File: src/sv/dtmh_pkg.sv
// ----------------------------------------------------------------------------
// dtmh_pkg
// Shared types, constants and helpers for the deadline timer min-heap core.
// ----------------------------------------------------------------------------
package dtmh_pkg;

  localparam int HEAP_DEPTH = 64;
  localparam int ADDR_W     = $clog2(HEAP_DEPTH);
  localparam int CNT_W      = $clog2(HEAP_DEPTH + 1);
  localparam int IDX_W      = CNT_W + 1;

  localparam int SEC_W   = 32;
  localparam int NSEC_W  = 30;
  localparam int USEC_W  = 32;
  localparam int TAG_W   = 16;
  localparam int OUTCNT_W = 7;

  localparam int QUOT_W  = 13;   // wait_usec / 10^6 stays below 2^13
  localparam int UREM_W  = 20;   // remainder below 10^6

  // 10^6 = 2^6 * 15625: shift out 2^6, then multiply by ceil(2^40 / 15625)
  localparam int DIV_SHIFT   = 6;
  localparam int RECIP_W     = 27;
  localparam int RECIP_SHIFT = 40;
  localparam int PROD_W      = USEC_W - DIV_SHIFT + RECIP_W;

  localparam logic [RECIP_W-1:0] USEC_RECIP    = 27'd70368745;
  localparam logic [UREM_W-1:0]  USEC_PER_SEC  = 20'd1000000;
  localparam logic [NSEC_W:0]    NSEC_PER_SEC  = 31'd1000000000;
  localparam logic [9:0]         NSEC_PER_USEC = 10'd1000;

  localparam logic OP_ADD    = 1'b0;
  localparam logic OP_EXPIRE = 1'b1;

  typedef enum logic [1:0] {
    ST_OK    = 2'd0,
    ST_FULL  = 2'd1,
    ST_EMPTY = 2'd2
  } status_t;

  typedef struct packed {
    logic              op;
    logic [SEC_W-1:0]  now_sec;
    logic [NSEC_W-1:0] now_nsec;
    logic [SEC_W-1:0]  wait_sec;
    logic [USEC_W-1:0] wait_usec;
    logic [TAG_W-1:0]  task_tag;
  } in_item_t;

  typedef struct packed {
    status_t           status;
    logic              fired;
    logic [TAG_W-1:0]  fired_tag;
    logic [SEC_W-1:0]  fired_sec;
    logic [NSEC_W-1:0] fired_nsec;
    logic              arm_changed;
    logic [SEC_W-1:0]  armed_sec_out;
    logic [NSEC_W-1:0] armed_nsec_out;
    logic [OUTCNT_W-1:0] task_count;
  } out_item_t;

  typedef struct packed {
    logic [SEC_W-1:0]  sec;
    logic [NSEC_W-1:0] nsec;
    logic [TAG_W-1:0]  tag;
  } entry_t;

  typedef struct packed {
    logic              start;
    logic [SEC_W-1:0]  now_sec;
    logic [NSEC_W-1:0] now_nsec;
    logic [SEC_W-1:0]  wait_sec;
    logic [USEC_W-1:0] wait_usec;
  } calc_req_t;

  typedef struct packed {
    logic              done;
    logic [SEC_W-1:0]  sec;
    logic [NSEC_W-1:0] nsec;
  } calc_rsp_t;

  // strictly earlier by (seconds, nanoseconds)
  function automatic logic earlier(input logic [SEC_W-1:0] s1, input logic [NSEC_W-1:0] n1,
                                   input logic [SEC_W-1:0] s2, input logic [NSEC_W-1:0] n2);
    earlier = (s1 < s2) || ((s1 == s2) && (n1 < n2));
  endfunction

endpackage

File: src/sv/dtmh_deadline_calc.sv
// ----------------------------------------------------------------------------
// dtmh_deadline_calc
// Deadline = now + wait: reciprocal multiply of microseconds by 1/10^6, then
// scale the remainder to nanoseconds and fold the carries into seconds.
// ----------------------------------------------------------------------------
module dtmh_deadline_calc (
  input  logic                clk,
  input  logic                rst,
  input  dtmh_pkg::calc_req_t req,
  output dtmh_pkg::calc_rsp_t rsp
);

  typedef enum logic [2:0] {
    C_IDLE,
    C_QUOT,
    C_REM,
    C_MUL,
    C_SUM,
    C_NORM,
    C_FIN
  } cstate_t;

  cstate_t                         state;
  logic [dtmh_pkg::SEC_W-1:0]      now_sec;
  logic [dtmh_pkg::NSEC_W-1:0]     now_nsec;
  logic [dtmh_pkg::SEC_W-1:0]      wait_sec;
  logic [dtmh_pkg::USEC_W-1:0]     rem;
  logic [dtmh_pkg::QUOT_W-1:0]     quot;
  logic [dtmh_pkg::NSEC_W-1:0]     prod;
  logic [dtmh_pkg::NSEC_W:0]       sum_n;
  logic [dtmh_pkg::SEC_W-1:0]      sec;
  logic                            norm_cnt;

  logic [dtmh_pkg::PROD_W-1:0]     recip_prod;
  logic [dtmh_pkg::USEC_W-1:0]     back;
  logic [dtmh_pkg::NSEC_W-1:0]     mult;

  assign recip_prod = {{(dtmh_pkg::PROD_W-dtmh_pkg::USEC_W+dtmh_pkg::DIV_SHIFT){1'b0}},
                       rem[dtmh_pkg::USEC_W-1:dtmh_pkg::DIV_SHIFT]}
                      * {{(dtmh_pkg::PROD_W-dtmh_pkg::RECIP_W){1'b0}}, dtmh_pkg::USEC_RECIP};
  assign back  = {{(dtmh_pkg::USEC_W-dtmh_pkg::QUOT_W){1'b0}}, quot}
                 * {{(dtmh_pkg::USEC_W-dtmh_pkg::UREM_W){1'b0}}, dtmh_pkg::USEC_PER_SEC};
  assign mult  = {{(dtmh_pkg::NSEC_W-dtmh_pkg::UREM_W){1'b0}}, rem[dtmh_pkg::UREM_W-1:0]}
                 * {{(dtmh_pkg::NSEC_W-10){1'b0}}, dtmh_pkg::NSEC_PER_USEC};

  always_ff @(posedge clk) begin
    if (rst) begin
      state <= C_IDLE;
    end else begin
      case (state)
        C_IDLE: begin
          if (req.start) begin
            now_sec  <= req.now_sec;
            now_nsec <= req.now_nsec;
            wait_sec <= req.wait_sec;
            rem      <= req.wait_usec;
            state    <= C_QUOT;
          end
        end
        C_QUOT: begin
          // exact for every 32-bit microsecond count
          quot  <= recip_prod[dtmh_pkg::PROD_W-1:dtmh_pkg::RECIP_SHIFT];
          state <= C_REM;
        end
        C_REM: begin
          rem   <= rem - back;
          state <= C_MUL;
        end
        C_MUL: begin
          prod  <= mult;
          state <= C_SUM;
        end
        C_SUM: begin
          sum_n    <= {1'b0, now_nsec} + {1'b0, prod};
          sec      <= now_sec + wait_sec
                      + {{(dtmh_pkg::SEC_W-dtmh_pkg::QUOT_W){1'b0}}, quot};
          norm_cnt <= 1'b0;
          state    <= C_NORM;
        end
        C_NORM: begin
          // at most two carries into seconds
          if (sum_n >= dtmh_pkg::NSEC_PER_SEC) begin
            sum_n <= sum_n - dtmh_pkg::NSEC_PER_SEC;
            sec   <= sec + 1'b1;
          end
          norm_cnt <= 1'b1;
          if (norm_cnt) begin
            state <= C_FIN;
          end
        end
        C_FIN: begin
          state <= C_IDLE;
        end
        default: begin
          state <= C_IDLE;
        end
      endcase
    end
  end

  assign rsp.done = (state == C_FIN);
  assign rsp.sec  = sec;
  assign rsp.nsec = sum_n[dtmh_pkg::NSEC_W-1:0];

endmodule

File: config.mk
export PLATFORM = sky130hd
export DESIGN_NAME = dtmh_deadline_calc
export DESIGN_NICKNAME = d
export VERILOG_FILES = /design/src/sv/dtmh_pkg.sv /design/src/sv/dtmh_deadline_calc.sv
export SDC_FILE = /design/constraint.sdc
export NUM_CORES = 1
export LEC_CHECK = 0
export BUFFER_PORTS_ARGS = -buffer_cell sky130_fd_sc_hd__buf_2
export CORE_MARGIN = 4
export CORE_UTILIZATION = 58
export DETAILED_ROUTE_END_ITERATION = 10
export PLACE_DENSITY = 0.8
export SYNTH_ARGS = -nofsm -noshare
export SYNTH_HDL_FRONTEND = slang
export SYNTH_SLANG_ARGS = --single-unit
File: constraint.sdc
create_clock -name clk -period 10.1 [get_ports clk]
set_clock_uncertainty 0.15 [all_clocks]
set_input_delay 0.505 -clock clk [delete_from_list [all_inputs] [get_ports clk]]
set_output_delay 0.505 -clock clk [all_outputs]
set_load 0.01 [all_outputs]
==> metrics <==
initial core utilization between 50% and 60%; share of synthesized registers carrying an async set or reset 0%; Worst Path Required about 10 ns; most common cell after layout, fill and taps aside inv_1; Root Driver clkbuf_16; input/output buffers between 150 and 200; largest net degree at the start of global routing 75; final wirelength between 70000 and 80000 um; most used cell, CP fa_1; final worst-path cycle share about three quarters; Layout fillers between 3000 and 4000; Final HPWL DP approximately 64000 um; Final Slew Violations 0; Ports approximately 190; drt first pass iters 5; critical path class reg2reg; status finished, final reports clean; vias in the first global route 23500; Final Net Count 4168; die area roughly 0.056 mm2; RePlAce Congestion 1.003; Post-Synthesis Cells between 2000 and 3000; Buf/Inv on CP 4; number of synthesized flops with an enable pin 230; Die W around 240 um; Yosys reg bits 233; Critical Path End Type flip-flop; Num Clock Sinks roughly 230; area of the mapped netlist 0.03020 mm2; Final Critical Period approximately 7.6 ns; WL/cell ~20 um; RSZ-0062 raised after global routing no; Max-Cap Viols 0; drt drc 0; Fin. Hold Viols 0; slowest CP cell edfxtp_1; first-pass GRT wire length ~130000 um; Crit Path Max Fanout 14; via/cell ratio between 5 and 6; metal3 WL between 4000 and 5000 um; CP max stage delay roughly 0.87 ns; CTS max path bufs 3; FP Rows just over 80; Overflow after GRT 0; Num CTS Buffers 28; CP Cell Sequence ha_1 > inv_1 > fa_1 > inv_1 > fa_1 > fa_1 > fa_1 > fa_1 > inv_1 > fa_1 > inv_1 > ha_1 > a211oi_1 > o21ai_0 > a21oi_1 > a21oi_1 > nor3_2 > nor3_1 > a211o_1 > a21oi_1 > xnor2_1; clk slew on worst S/H paths approximately 0.070 ns; Top Family by Delay on Critical Path adder cells; via count 21960; layout cells sized above 1 9.320%; Met1 Routed Length 32750 um; Ys Warns 0; GRT Resource Usage Total 28.09%; Die Y-Extent 236.2 um; post-CTS setup buffer count 0; CP Launch Type flip-flop; Slew headroom between 20% and 30%; antenna-violating nets left 0; CTS tree yes; clock latency on the worst-skew pair 0.59 ns; most frequent cells in the layout 618 x inv_1, 491 x ha_1, 362 x fa_1, 230 x edfxtp_1, 191 x buf_2; Peak Freq about 130 MHz; sequential cell area fraction in the yosys report between 20% and 30%; Top Layer Used met4; Syn Area/Cell approximately 10 um2; Slew @ Worst Pin 1.154 ns; synthesis-to-finish area growth 11.46%; Data arrival, critical path around 7.8 ns; syn_nets 3907; H-tree depth 1; initial antenna violation count 2; TNS Setup 0 ns; met2 WL around 38000 um; initial drt markers approximately 1500; top_reg_cell synth edfxtp_1; worst hold path class in2reg; Floorplan Core Area between 0.05 and 0.06 mm2; number of library cell types mapped by synthesis 83; Final setup viols 0
## routing by layer
metal | up-vias | global-route usage, %
met5 | - | 0
met4 | 0 | 6.476
met3 | 119 | 3.776
met2 | 682 | 48.82
met1 | 10880 | 37.81
li1 | 10280 | -
## worst paths after layout
kind,cells past startpoint,from,to,slack (ns)
worst max-delay path,21,rem[19],quot[11],2.52
worst min-delay path,1,req[79],now_nsec[15],0.02
worst max register to register,21,rem[19],quot[11],2.52
worst min register to register,1,norm_cnt,state[0],0.32
## sequential cells by signal, indices dropped and copies added, names as in the netlist
| signal | flops |
|---|---|
| prod | 27 |
| now_sec | 32 |
| norm_cnt | 1 |
| quot | 13 |
| rem | 32 |
| now_nsec | 30 |
| state | 3 |
| sec | 32 |
| wait_sec | 32 |
| sum_n | 31 |
## Yosys cell counts, types with 9 or more instances
cell type | count | area [um2]
edfxtp_1 | 230 | 6907
inv_1 | 619 | 2323
o21bai_1 | 16 | 120.1
nor2_1 | 111 | 416.7
nor3_1 | 21 | 105.1
xor2_1 | 69 | 604.3
nand3_1 | 57 | 285.3
xnor2_1 | 102 | 893.4
o21ai_1 | 11 | 55.05
o21a_1 | 16 | 120.1
ha_1 | 491 | 6143
o211ai_1 | 12 | 90.09
a21o_1 | 63 | 473.0
nand2_1 | 138 | 518.0
or3_1 | 9 | 56.30
clkbuf_1 | 25 | 93.84
o21ai_0 | 102 | 510.5
and3_1 | 26 | 162.7
buf_4 | 30 | 225.2
a211oi_1 | 15 | 112.6
nand4_1 | 23 | 143.9
a21oi_1 | 160 | 800.8
or2_2 | 12 | 75.07
nor2b_1 | 17 | 106.4
nand2b_1 | 26 | 162.7
fa_1 | 362 | 7247
and2_1 | 19 | 118.9
## timing repair
action / CTS / global route
hold endpoints to repair: 87 / 1
gates resized for setup: 0 / 0
hold buffers: 87 / 1
## through the flow
| step | hold slack (ns) | instance area [um2] | worst slack (ns) | instances | util, % |
|---|---|---|---|---|---|
| 3_3_place_gp | 0.3063 | 31790 | 2.628 | 3748 | 61.84 |
| 6_report | 0.02320 | 33650 | 2.518 | 3891 | 65.47 |
| 4_1_cts | 0.002537 | 33640 | 2.506 | 3887 | 65.44 |
| 5_1_grt | 0.006669 | 33650 | 2.112 | 3889 | 65.46 |
| 2_1_floorplan | 0.2709 | 30200 | 3.374 | 2925 | - |
| 3_5_place_dp | 0.2931 | 31790 | 2.563 | 3748 | 61.84 |
## layout make-up
type	instances	area, um2	area share [%]
Multi-Input combinational cell	2015	20620	61.26
Tap cell	680	850.8	2.528
Sequential cell	233	6967	20.70
Clock inverter	22	269.0	0.7993
Timing Repair Buffer	289	1912	5.681
Clock buffer	30	708.2	2.104
Antenna cell	3	7.507	0.02231
Inverter	619	2323	6.904
## kinds of logic after synthesis
logic type / synth area share (%)
XOR/XNOR: 4.960
buffers and inverters: 8.793
AND/OR/NAND/NOR: 8.167
AO/OA/AOI/OAI: 10.49
adder cells (fa/ha/maj): 44.35
flip-flops: 23.07
multiplexers: 0.1699
Power is left out: the tool's default activity adds up to more than one toggle a clock period on the data nets, which glitch-free logic cannot reach.
